## src/design/rdc_pkg.sv

```systemverilog
// ----------------------------------------------------------------------------
// rdc_pkg: shared types and constants of the radix digit converter
// Field widths, configuration register indexes, special characters and the
// control group that drives the row of digit cells.
// ----------------------------------------------------------------------------
package rdc_pkg;

  // Fixed field widths.
  localparam int DIGIT_W     = 4;
  localparam int CHAR_W      = 8;
  localparam int RADIX_W     = 5;
  localparam int COUNT_W     = 7;
  localparam int VALUE_W     = 64;
  localparam int CFG_DATA_W  = 64;
  localparam int CFG_IDX_W   = 2;
  localparam int ALPHA_SLOTS = 16;
  localparam int HALF_SLOTS  = 8;

  // Smallest usable alphabet.
  localparam logic [RADIX_W-1:0] MIN_RADIX = 5'd2;

  // Characters that may not appear in an alphabet.
  localparam logic [CHAR_W-1:0] CHAR_NUL   = 8'h00;
  localparam logic [CHAR_W-1:0] CHAR_PLUS  = 8'h2B;
  localparam logic [CHAR_W-1:0] CHAR_MINUS = 8'h2D;

  // Offset added to a negative value in signed mode (32-bit wrap).
  localparam logic [VALUE_W-1:0] WRAP_ADD = 64'h0000_0001_0000_0000;

  // Configuration register indexes.
  typedef enum logic [CFG_IDX_W-1:0] {
    CFG_ALPHA_LOW  = 2'd0,
    CFG_ALPHA_HIGH = 2'd1,
    CFG_RADIX_LEN  = 2'd2
  } cfg_idx_t;

  // Sequencer states.
  typedef enum logic [2:0] {
    ST_IDLE,
    ST_CHECK,
    ST_CONV,
    ST_SKIP,
    ST_EMIT
  } state_t;

  // Control group broadcast to every digit cell.
  typedef struct packed {
    logic clear;  // zero the digit
    logic conv;   // double-and-add step when the token arrives
    logic shift;  // take the digit of the cell below
  } cell_ctrl_t;

  // Symbol lookup in the two alphabet registers.
  function automatic logic [CHAR_W-1:0] sym_at(input logic [CFG_DATA_W-1:0] lo,
                                               input logic [CFG_DATA_W-1:0] hi,
                                               input logic [DIGIT_W-1:0] idx);
    logic [CFG_DATA_W-1:0] word;
    word = idx[DIGIT_W-1] ? hi : lo;
    return word[idx[DIGIT_W-2:0]*CHAR_W +: CHAR_W];
  endfunction

endpackage

```

## src/design/rdc_if.sv

```systemverilog
// ----------------------------------------------------------------------------
// rdc_if: channel interfaces of the radix digit converter
// Valid/ready channels for conversion requests and for digit results.
// ----------------------------------------------------------------------------
interface rdc_in_if;
  logic                 valid;
  logic                 ready;
  logic                 cmd;
  logic [63:0]          value;

  modport source (output valid, output cmd, output value, input ready);
  modport sink   (input valid, input cmd, input value, output ready);
endinterface

interface rdc_out_if;
  logic                 valid;
  logic                 ready;
  logic [7:0]           digit_char;
  logic                 last_digit;
  logic [6:0]           digit_count;
  logic                 alphabet_error;

  modport source (output valid, output digit_char, output last_digit,
                  output digit_count, output alphabet_error, input ready);
  modport sink   (input valid, input digit_char, input last_digit,
                  input digit_count, input alphabet_error, output ready);
endinterface

```

## src/design/rdc_cell.sv

```systemverilog
// ----------------------------------------------------------------------------
// rdc_cell: one radix digit of the conversion chain
// Doubles its digit and adds the incoming carry, reduces modulo the radix and
// passes the carry with its token to the next cell in the following cycle.
// In the output phase the cell takes the digit of the cell below it.
// ----------------------------------------------------------------------------
module rdc_cell
  import rdc_pkg::*;
(
  input  logic               clk,
  input  logic               rst_n,
  input  cell_ctrl_t         ctrl,
  input  logic [RADIX_W-1:0] radix,
  input  logic               carry_in,
  input  logic               tok_in,
  input  logic [DIGIT_W-1:0] digit_in,
  output logic [DIGIT_W-1:0] digit,
  output logic               carry_out,
  output logic               tok_out
);

  logic [DIGIT_W-1:0] digit_r;
  logic               carry_r;
  logic               tok_r;
  logic [RADIX_W-1:0] dbl;
  logic [RADIX_W-1:0] red;
  logic               ge;

  // Double-and-add with one conditional subtract of the radix.
  always_comb begin
    dbl = {digit_r, carry_in};
    ge  = (dbl >= radix);
    red = ge ? (dbl - radix) : dbl;
  end

  // Token travels one cell per cycle; reset clears it.
  always_ff @(posedge clk) begin
    if (!rst_n) begin
      tok_r <= 1'b0;
    end else begin
      tok_r <= ctrl.conv & tok_in;
    end
  end

  // Digit and carry storage.
  always_ff @(posedge clk) begin
    if (ctrl.clear) begin
      digit_r <= '0;
    end else if (ctrl.conv && tok_in) begin
      digit_r <= red[DIGIT_W-1:0];
      carry_r <= ge;
    end else if (ctrl.shift) begin
      digit_r <= digit_in;
    end
  end

  assign digit     = digit_r;
  assign carry_out = carry_r;
  assign tok_out   = tok_r;

endmodule

```

## src/design/rdc_alpha_check.sv

```systemverilog
// ----------------------------------------------------------------------------
// rdc_alpha_check: alphabet validation
// Flags an alphabet as usable when its length is in range and no symbol in
// use is a zero byte, a sign character or a repeat of another symbol.
// ----------------------------------------------------------------------------
module rdc_alpha_check
  import rdc_pkg::*;
#(
  parameter int MAX_SYMBOLS = 16
) (
  input  logic [CFG_DATA_W-1:0] alpha_low,
  input  logic [CFG_DATA_W-1:0] alpha_high,
  input  logic [RADIX_W-1:0]    radix_len,
  output logic                  alpha_ok
);

  logic [CHAR_W-1:0]      sym [ALPHA_SLOTS];
  logic [ALPHA_SLOTS-1:0] in_use;
  logic                   len_ok;
  logic                   bad;

  always_comb begin
    len_ok = (radix_len >= MIN_RADIX) && (radix_len <= RADIX_W'(MAX_SYMBOLS));
    bad    = 1'b0;
    for (int i = 0; i < ALPHA_SLOTS; i++) begin
      sym[i]    = sym_at(alpha_low, alpha_high, DIGIT_W'(i));
      in_use[i] = (RADIX_W'(i) < radix_len);
    end
    // Forbidden characters and pairwise repeats among the symbols in use.
    for (int i = 0; i < ALPHA_SLOTS; i++) begin
      if (in_use[i] && (sym[i] == CHAR_NUL || sym[i] == CHAR_PLUS ||
                        sym[i] == CHAR_MINUS)) begin
        bad = 1'b1;
      end
      for (int j = i + 1; j < ALPHA_SLOTS; j++) begin
        if (in_use[j] && sym[i] == sym[j]) begin
          bad = 1'b1;
        end
      end
    end
    alpha_ok = len_ok && !bad;
  end

endmodule

```

## src/design/radix_digit_converter.sv

```systemverilog
// ----------------------------------------------------------------------------
// radix_digit_converter: integer to radix string conversion
// Converts one number per transaction into alphabet symbols, most
// significant digit first, on a row of radix digit cells.
// ----------------------------------------------------------------------------
// Usage:
//   Write the alphabet (index 0 and 1) and its length (index 2) on the cfg
//   port while the block is idle. Each input transaction carries cmd and
//   value; the output channel returns one transaction per digit, the last
//   one flagged and carrying the digit count. A bad alphabet gives a single
//   error transaction with count 0.
// Timing:
//   The value bits enter the cell row MSB first, one per cycle, and ripple
//   through the MAX_DIGITS cells one cell per cycle. Leading zero digits are
//   then shifted out at one cell per cycle, after which the digits are sent
//   one by one, each held in the output register while the receiver stalls.
//   Items are handled one at a time.
// Reset and stalls:
//   Reset clears the sequencer, the configuration and the control registers.
//   A stalled receiver holds the output digit and any state with a result to
//   load; the next request is taken as soon as the last digit is loaded.
// ----------------------------------------------------------------------------
module radix_digit_converter
  import rdc_pkg::*;
#(
  parameter int MAX_SYMBOLS = 16,
  parameter int MAX_DIGITS  = 64,
  parameter int VALUE_WIDTH = 64
) (
  input  logic                  clk,
  input  logic                  rst_n,
  rdc_in_if.sink                in_chan,
  rdc_out_if.source             out_chan,
  input  logic                  cfg_we,
  input  logic [CFG_IDX_W-1:0]  cfg_index,
  input  logic [CFG_DATA_W-1:0] cfg_data
);

  localparam int CW = $clog2(VALUE_WIDTH + MAX_DIGITS);
  localparam int RW = $clog2(MAX_DIGITS + 1);
  localparam int TOP = MAX_DIGITS - 1;

  // Configuration registers.
  logic [CFG_DATA_W-1:0] alpha_low_r;
  logic [CFG_DATA_W-1:0] alpha_high_r;
  logic [RADIX_W-1:0]    radix_len_r;
  logic                  alpha_ok_w;
  logic                  alpha_ok_r;

  // Sequencer and datapath.
  state_t                state_r, state_nxt;
  logic [CW-1:0]         cnt_r;
  logic [RW-1:0]         rem_r;
  logic [RW-1:0]         count_r;
  logic [VALUE_WIDTH-1:0] vshift_r;
  logic [VALUE_WIDTH-1:0] v_in;
  logic [VALUE_W-1:0]    v_sum;
  logic [VALUE_WIDTH-1:0] v_adj;

  // Output register.
  logic                  out_valid_r;
  logic [CHAR_W-1:0]     out_char_r;
  logic                  out_last_r;
  logic [COUNT_W-1:0]    out_cnt_r;
  logic                  out_err_r;

  // Control.
  cell_ctrl_t            cell_ctrl;
  logic                  in_accept;
  logic                  out_free;
  logic                  ld_err;
  logic                  ld_dig;
  logic                  tok0;
  logic                  conv_done;
  logic                  rem_last;
  logic                  top_zero;

  // Cell row wiring.
  logic [DIGIT_W-1:0]    digit_w [MAX_DIGITS];
  logic                  carry_w [MAX_DIGITS];
  logic                  tok_w   [MAX_DIGITS];

  // Configuration writes.
  always_ff @(posedge clk) begin
    if (!rst_n) begin
      alpha_low_r  <= '0;
      alpha_high_r <= '0;
      radix_len_r  <= '0;
    end else if (cfg_we) begin
      case (cfg_index)
        CFG_ALPHA_LOW:  alpha_low_r  <= cfg_data;
        CFG_ALPHA_HIGH: alpha_high_r <= cfg_data;
        CFG_RADIX_LEN:  radix_len_r  <= cfg_data[RADIX_W-1:0];
        default: ;
      endcase
    end
  end

  rdc_alpha_check #(
    .MAX_SYMBOLS (MAX_SYMBOLS)
  ) u_alpha_check (
    .alpha_low  (alpha_low_r),
    .alpha_high (alpha_high_r),
    .radix_len  (radix_len_r),
    .alpha_ok   (alpha_ok_w)
  );

  always_ff @(posedge clk) begin
    if (!rst_n) begin
      alpha_ok_r <= 1'b0;
    end else begin
      alpha_ok_r <= alpha_ok_w;
    end
  end

  // Signed mode: a negative value gets 2^32 added within VALUE_WIDTH bits.
  always_comb begin
    v_in  = in_chan.value[VALUE_WIDTH-1:0];
    v_sum = VALUE_W'(v_in) + WRAP_ADD;
    v_adj = (in_chan.cmd && v_in[VALUE_WIDTH-1]) ? v_sum[VALUE_WIDTH-1:0] : v_in;
  end

  // Status terms shared by the sequencer blocks.
  assign in_accept = in_chan.valid && (state_r == ST_IDLE);
  assign out_free  = !out_valid_r || out_chan.ready;
  assign conv_done = (cnt_r == CW'(VALUE_WIDTH + MAX_DIGITS - 2));
  assign rem_last  = (rem_r == RW'(1));
  assign top_zero  = (digit_w[TOP] == '0);

  // Next state.
  always_comb begin
    state_nxt = state_r;
    case (state_r)
      ST_IDLE: begin
        if (in_accept) state_nxt = ST_CHECK;
      end
      ST_CHECK: begin
        if (alpha_ok_r) state_nxt = ST_CONV;
        else if (out_free) state_nxt = ST_IDLE;
      end
      ST_CONV: begin
        if (conv_done) state_nxt = ST_SKIP;
      end
      ST_SKIP: begin
        if (!top_zero || rem_last) state_nxt = ST_EMIT;
      end
      ST_EMIT: begin
        if (out_free && rem_last) state_nxt = ST_IDLE;
      end
      default: state_nxt = ST_IDLE;
    endcase
  end

  // Sequencer outputs.
  always_comb begin
    cell_ctrl = '0;
    ld_err    = 1'b0;
    ld_dig    = 1'b0;
    tok0      = 1'b0;
    case (state_r)
      ST_CHECK: begin
        cell_ctrl.clear = 1'b1;
        ld_err          = !alpha_ok_r && out_free;
      end
      ST_CONV: begin
        cell_ctrl.conv = 1'b1;
        tok0           = (cnt_r < CW'(VALUE_WIDTH));
      end
      ST_SKIP: begin
        cell_ctrl.shift = top_zero && !rem_last;
      end
      ST_EMIT: begin
        ld_dig          = out_free;
        cell_ctrl.shift = out_free;
      end
      default: ;
    endcase
  end

  always_ff @(posedge clk) begin
    if (!rst_n) begin
      state_r <= ST_IDLE;
    end else begin
      state_r <= state_nxt;
    end
  end

  // Cycle counter of the conversion phase.
  always_ff @(posedge clk) begin
    if (!rst_n) begin
      cnt_r <= '0;
    end else if (state_r == ST_CONV) begin
      cnt_r <= cnt_r + CW'(1);
    end else begin
      cnt_r <= '0;
    end
  end

  // Digits left in the row, and the digit count once leading zeros are gone.
  always_ff @(posedge clk) begin
    if (!rst_n) begin
      rem_r   <= '0;
      count_r <= '0;
    end else begin
      if (state_r == ST_CONV && conv_done) begin
        rem_r <= RW'(MAX_DIGITS);
      end else if (cell_ctrl.shift) begin
        rem_r <= rem_r - RW'(1);
      end
      if (state_r == ST_SKIP && !cell_ctrl.shift) begin
        count_r <= rem_r;
      end
    end
  end

  // Value bits feed the first cell MSB first.
  always_ff @(posedge clk) begin
    if (in_accept) begin
      vshift_r <= v_adj;
    end else if (state_r == ST_CONV) begin
      vshift_r <= {vshift_r[VALUE_WIDTH-2:0], 1'b0};
    end
  end

  // Row of digit cells; cell 0 holds the least significant digit.
  for (genvar i = 0; i < MAX_DIGITS; i++) begin : g_cell
    if (i == 0) begin : g_first
      rdc_cell u_cell (
        .clk       (clk),
        .rst_n     (rst_n),
        .ctrl      (cell_ctrl),
        .radix     (radix_len_r),
        .carry_in  (vshift_r[VALUE_WIDTH-1]),
        .tok_in    (tok0),
        .digit_in  ({DIGIT_W{1'b0}}),
        .digit     (digit_w[i]),
        .carry_out (carry_w[i]),
        .tok_out   (tok_w[i])
      );
    end else begin : g_next
      rdc_cell u_cell (
        .clk       (clk),
        .rst_n     (rst_n),
        .ctrl      (cell_ctrl),
        .radix     (radix_len_r),
        .carry_in  (carry_w[i-1]),
        .tok_in    (tok_w[i-1]),
        .digit_in  (digit_w[i-1]),
        .digit     (digit_w[i]),
        .carry_out (carry_w[i]),
        .tok_out   (tok_w[i])
      );
    end
  end

  // Output register.
  always_ff @(posedge clk) begin
    if (!rst_n) begin
      out_valid_r <= 1'b0;
    end else if (ld_err || ld_dig) begin
      out_valid_r <= 1'b1;
    end else if (out_chan.ready) begin
      out_valid_r <= 1'b0;
    end
  end

  always_ff @(posedge clk) begin
    if (ld_err) begin
      out_char_r <= CHAR_NUL;
      out_last_r <= 1'b1;
      out_cnt_r  <= '0;
      out_err_r  <= 1'b1;
    end else if (ld_dig) begin
      out_char_r <= sym_at(alpha_low_r, alpha_high_r, digit_w[TOP]);
      out_last_r <= rem_last;
      out_cnt_r  <= rem_last ? COUNT_W'(count_r) : '0;
      out_err_r  <= 1'b0;
    end
  end

  assign in_chan.ready           = (state_r == ST_IDLE);
  assign out_chan.valid          = out_valid_r;
  assign out_chan.digit_char     = out_char_r;
  assign out_chan.last_digit     = out_last_r;
  assign out_chan.digit_count    = out_cnt_r;
  assign out_chan.alphabet_error = out_err_r;

endmodule

```

## src/flat_wrapper.sv

```systemverilog
// flat-port wrapper written by rule: the top's interface ports become plain ports
module radix_digit_converter_flat import rdc_pkg::*;
#(
  parameter int MAX_SYMBOLS = 16,
  parameter int MAX_DIGITS  = 64,
  parameter int VALUE_WIDTH = 64
)
  (clk, rst_n, cfg_we, cfg_index, cfg_data, in_chan_valid, in_chan_cmd, in_chan_value, in_chan_ready, out_chan_valid, out_chan_digit_char, out_chan_last_digit, out_chan_digit_count, out_chan_alphabet_error, out_chan_ready);
  rdc_in_if in_chan_i ();
  rdc_out_if out_chan_i ();
  input  logic clk;
  input  logic rst_n;
  input  logic cfg_we;
  input  logic [CFG_IDX_W-1:0] cfg_index;
  input  logic [CFG_DATA_W-1:0] cfg_data;
  input wire logic [$bits(in_chan_i.valid)-1:0] in_chan_valid;
  input wire logic [$bits(in_chan_i.cmd)-1:0] in_chan_cmd;
  input wire logic [$bits(in_chan_i.value)-1:0] in_chan_value;
  output wire logic [$bits(in_chan_i.ready)-1:0] in_chan_ready;
  output wire logic [$bits(out_chan_i.valid)-1:0] out_chan_valid;
  output wire logic [$bits(out_chan_i.digit_char)-1:0] out_chan_digit_char;
  output wire logic [$bits(out_chan_i.last_digit)-1:0] out_chan_last_digit;
  output wire logic [$bits(out_chan_i.digit_count)-1:0] out_chan_digit_count;
  output wire logic [$bits(out_chan_i.alphabet_error)-1:0] out_chan_alphabet_error;
  input wire logic [$bits(out_chan_i.ready)-1:0] out_chan_ready;
  assign in_chan_i.valid = in_chan_valid;
  assign in_chan_i.cmd = in_chan_cmd;
  assign in_chan_i.value = in_chan_value;
  assign in_chan_ready = in_chan_i.ready;
  assign out_chan_valid = out_chan_i.valid;
  assign out_chan_digit_char = out_chan_i.digit_char;
  assign out_chan_last_digit = out_chan_i.last_digit;
  assign out_chan_digit_count = out_chan_i.digit_count;
  assign out_chan_alphabet_error = out_chan_i.alphabet_error;
  assign out_chan_i.ready = out_chan_ready;
  radix_digit_converter #(.MAX_SYMBOLS(MAX_SYMBOLS), .MAX_DIGITS(MAX_DIGITS), .VALUE_WIDTH(VALUE_WIDTH)) u_core (.clk(clk), .rst_n(rst_n), .in_chan(in_chan_i), .out_chan(out_chan_i), .cfg_we(cfg_we), .cfg_index(cfg_index), .cfg_data(cfg_data));
endmodule
```

## config.mk

```make
export PLATFORM = sky130hd
export DESIGN_NAME = radix_digit_converter_flat
export DESIGN_NICKNAME = d
export VERILOG_FILES = /design/src/design/rdc_pkg.sv /design/src/design/rdc_if.sv /design/src/design/rdc_cell.sv /design/src/design/rdc_alpha_check.sv /design/src/design/radix_digit_converter.sv /design/src/flat_wrapper.sv
export SDC_FILE = /design/constraint.sdc
export NUM_CORES = 2
export LEC_CHECK = 0
export BUFFER_PORTS_ARGS = -buffer_cell sky130_fd_sc_hd__clkbuf_2
export CELL_PAD_IN_SITES_DETAIL_PLACEMENT = 2
export CELL_PAD_IN_SITES_GLOBAL_PLACEMENT = 2
export CORE_MARGIN = 2
export CORE_UTILIZATION = 36
export DETAILED_ROUTE_END_ITERATION = 16
export HOLD_SLACK_MARGIN = 0.03
export PLACE_DENSITY_LB_ADDON = 0.05
export SKIP_LAST_GASP = 1
export SYNTH_ARGS = -nofsm -noshare
export SYNTH_HDL_FRONTEND = slang
export SYNTH_SLANG_ARGS = --single-unit
```

## constraint.sdc

```tcl
create_clock -name clk -period 6.05 [get_ports clk]
set_input_delay 1.21 -clock clk [delete_from_list [all_inputs] [get_ports clk]]
set_output_delay 1.21 -clock clk [all_outputs]
set_load 0.005 [all_outputs]
```

==> results_dict.tcl <==
set metrics [dict create \
    yosys_warnings 0 \
    status "finished, final reports clean" \
    ys_ff_latch 622 \
    start_kind "flip-flop" \
    pre_cts_ws_ps 1915 \
    drtIter0Drc 2743 \
    rows 137 \
    finalHoldViolations 0 \
    core_um2 139900 \
    synth_cells 5962 \
    synthTopCellsByCount "nand2_1 (924), xnor2_1 (664), dfxtp_1 (495)" \
    irDropWorstVdd_mv 0.1924 \
    syn-num-nets 6487 \
    synth_top_area_frac 0.1950 \
    cp.arrival_ps 4310 \
    routed_wl_mm 201.2 \
    h-tree-depth 3 \
    cts.sinks 622 \
    gp_congestion 0.9158 \
    port_buffers 154 \
    report.final.setup_viol 0 \
    syn_avg_cell_area_um2 8.526 \
    met1_usage 0.3743 \
    post_route_cells_drive_above_1_share 0.09336 \
    tightestPinTransition_ps 1247 \
    slew_violations 0 \
    viasPerCell 5.680 \
    path_class "reg2reg" \
    gr-usage-met3 0.04157 \
    busiest_layer "met2" \
    synthFlopType "dfxtp_1" \
    synth_edf_count 127 \
    tns_ps 0 \
    fp.dieH_um 379.8 \
    clock_path_buffers 3 \
    gr-usage-met2 0.4440 \
    cts_resized 0 \
    max_freq_ghz 0.2684 \
    hold_path_class "reg2reg" \
    slowest_stage "inv_4" \
    ys_async_sr_fraction 0 \
    skew_ps 34.54 \
    synth_area_leaders "dfxtp_1 (19%), xnor2_1 (11%), xor2_1 (8.1%)" \
    antenna_found_initial 8 \
    layout.nets 6390 \
    grt_pass1_wl_mm 308.1 \
    finalCriticalPeriod_ps 3725 \
    ant_nets 0 \
    grt-ovfl-total 0 \
    wl_per_cell_um 25.75 \
    grt_setup_unrepaired "false" \
    tritoncts "built" \
    firstDrtPassIters 5 \
    initial_utilization 0.3634 \
    drc 0 \
    power.leakage_nw 25.30 \
    path_buf_inv 2 \
    die_area_um2 144200 \
    syn2layout_area_growth_pct 9.730 \
    clk_pin_slew_worst_paths_ps 60 \
    yosysMostFrequentCell "nand2_1" \
    critPathMaxStageDelay_ps 920 \
    grt_use_total 0.2748 \
    drv_cap 0 \
    grt_max_degree 156 \
    synth_area_um2 50830 \
    cts_buffers 83 \
    fp.dieW_um 379.8 \
    yosys.cell_types.count 68 \
    setup_ws_ps 2325 \
    grt_pass1_vias 48110 \
    cts_hold_buffers 0 \
    timing.slew.headroom 0.1608 \
    end_kind "flip-flop" \
    post_cts_buffers 0 \
    worstPathMaxFanout 47 \
    cp_top_family "buffers and inverters" \
    yosysSeqAreaShare 0.2700 \
    clk_latency_ps 700 \
    vias 44370 \
    yosys.area.top_type "dfxtp_1" \
    cp.required_ps 6630 \
    fillers 15710 \
    root_buffer "clkbuf_16" \
    ios 155 \
    dpl.hpwl_mm 130.8 \
    pwr_density_cell_nw_per_um2 207.0 \
    fin_crit_sh 0.6157 \
    path_cells "inv_4, buf_4, ha_1, a21oi_1, a21boi_0, o21ai_0, nand2b_1, mux2i_1, o211a_1" \
]
report_power, final:
group	switching [W]	total, W	internal (W)
Combinational	0.00130	0.00212	0.000820
Sequential	0.0000832	0.00442	0.00434
Clock	0.00215	0.00500	0.00285
state kept, by name, summed over array words and instances (netlist names):
signal,cells
u_core.g_cell.g_first.u_cell.carry_out,1
u_core.g_cell.g_first.u_cell.digit,4
u_core.rem_r,7
u_core.g_cell.g_first.u_cell.tok_out,1
u_core.out_chan.digit_count,7
u_core.g_cell.g_next.u_cell.digit,252
u_core.g_cell.g_next.u_cell.carry_out,62
u_core.cnt_r,7
u_core.vshift_r,64
u_core.out_chan.valid,1
u_core.state_r,3
u_core.out_chan.alphabet_error,1
u_core.count_r,7
u_core.alpha_high_r,64
u_core.out_chan.digit_char,8
u_core.alpha_low_r,64
u_core.radix_len_r,5
u_core.out_chan.last_digit,1
u_core.g_cell.g_next.u_cell.tok_out,62
u_core.alpha_ok_r,1
placed cells by master (no fill, tap or decap), types with 66 or more instances in the layout:
| cell | n |
|---|---|
| ha_1 | 325 |
| o21ai_0 | 82 |
| xnor2_1 | 664 |
| a21oi_1 | 243 |
| a31oi_1 | 94 |
| nor4_1 | 125 |
| mux2i_1 | 273 |
| clkbuf_16 | 85 |
| nor2_1 | 98 |
| buf_4 | 161 |
| nand2_1 | 924 |
| nand3_1 | 228 |
| and3_1 | 71 |
| o211ai_1 | 66 |
| edfxtp_1 | 127 |
| nand4_1 | 135 |
| a21boi_0 | 193 |
| dfxtp_1 | 492 |
| nand2b_1 | 68 |
| inv_1 | 267 |
| xor2_1 | 472 |
| clkbuf_2 | 153 |
final cells by class:
type                       instances  area (um^2)  area share
antenna                            2        5.005  0.00008973
clock buffer                     122         2436     0.04368
clock inverter                    32        272.8    0.004890
inverter                         271         1030     0.01846
multi-input combinational       4566        33850      0.6068
sequential                       622        13730      0.2462
tap                             1876         2347     0.04208
timing repair buffer             321         2106     0.03775
logic make-up (layout without fill, tap and decap cells):
family / count (synthesis) / count (layout) / synth area share
buf+inv: 774 / 746 / 0.06501
mux: 347 / 347 / 0.07902
compound gates: 938 / 938 / 0.1249
flops: 622 / 622 / 0.2700
fa+ha+maj: 389 / 389 / 0.1052
other cells: 0 / 2 / 0
simple gates: 1756 / 1756 / 0.1601
xor+xnor: 1136 / 1136 / 0.1957
stage by stage:
step             util  cells  area (um^2)  power, W  hold WS (ps)
2_1_floorplan       -   5962        50830  0.005948         429.7
3_3_place_gp   0.3794   7656        53060  0.006547         444.7
3_5_place_dp   0.3794   7656        53060  0.006610         458.5
4_1_cts        0.3987   7810        55770   0.01170         468.2
5_1_grt        0.3987   7810        55770   0.01205         479.9
6_report       0.3988   7812        55780   0.01154         463.0
worst reg2reg max path, stage by stage, from the launching register on:
cell and delay, ps:
dfxtp_1 560, inv_4 920, buf_4 580, ha_1 350, a21oi_1 240, a21boi_0 140
o21ai_0 210, nand2b_1 230, mux2i_1 190, o211a_1 210
layer usage:
metal / vias to the layer above / wire [um]
met5: - / 73
met1: 22610 / 92630
met4: 10 / 6400
li1: 20210 / -
met3: 364 / 11850
met2: 1187 / 90200
final timing paths:
kind                    startpoint                                       end  slack, ps  depth (start not counted)
min reg2reg        u_core.cnt_r[0]                           u_core.cnt_r[0]        460                          1
min                u_core.cnt_r[0]                           u_core.cnt_r[0]        460                          1
max          u_core.radix_len_r[2]  u_core.g_cell[16].g_next.u_cell.digit[0]       2320                          9
max reg2reg  u_core.radix_len_r[2]  u_core.g_cell[16].g_next.u_cell.digit[0]       2320                          9
Note: power is estimated with default switching activity, not from simulation.
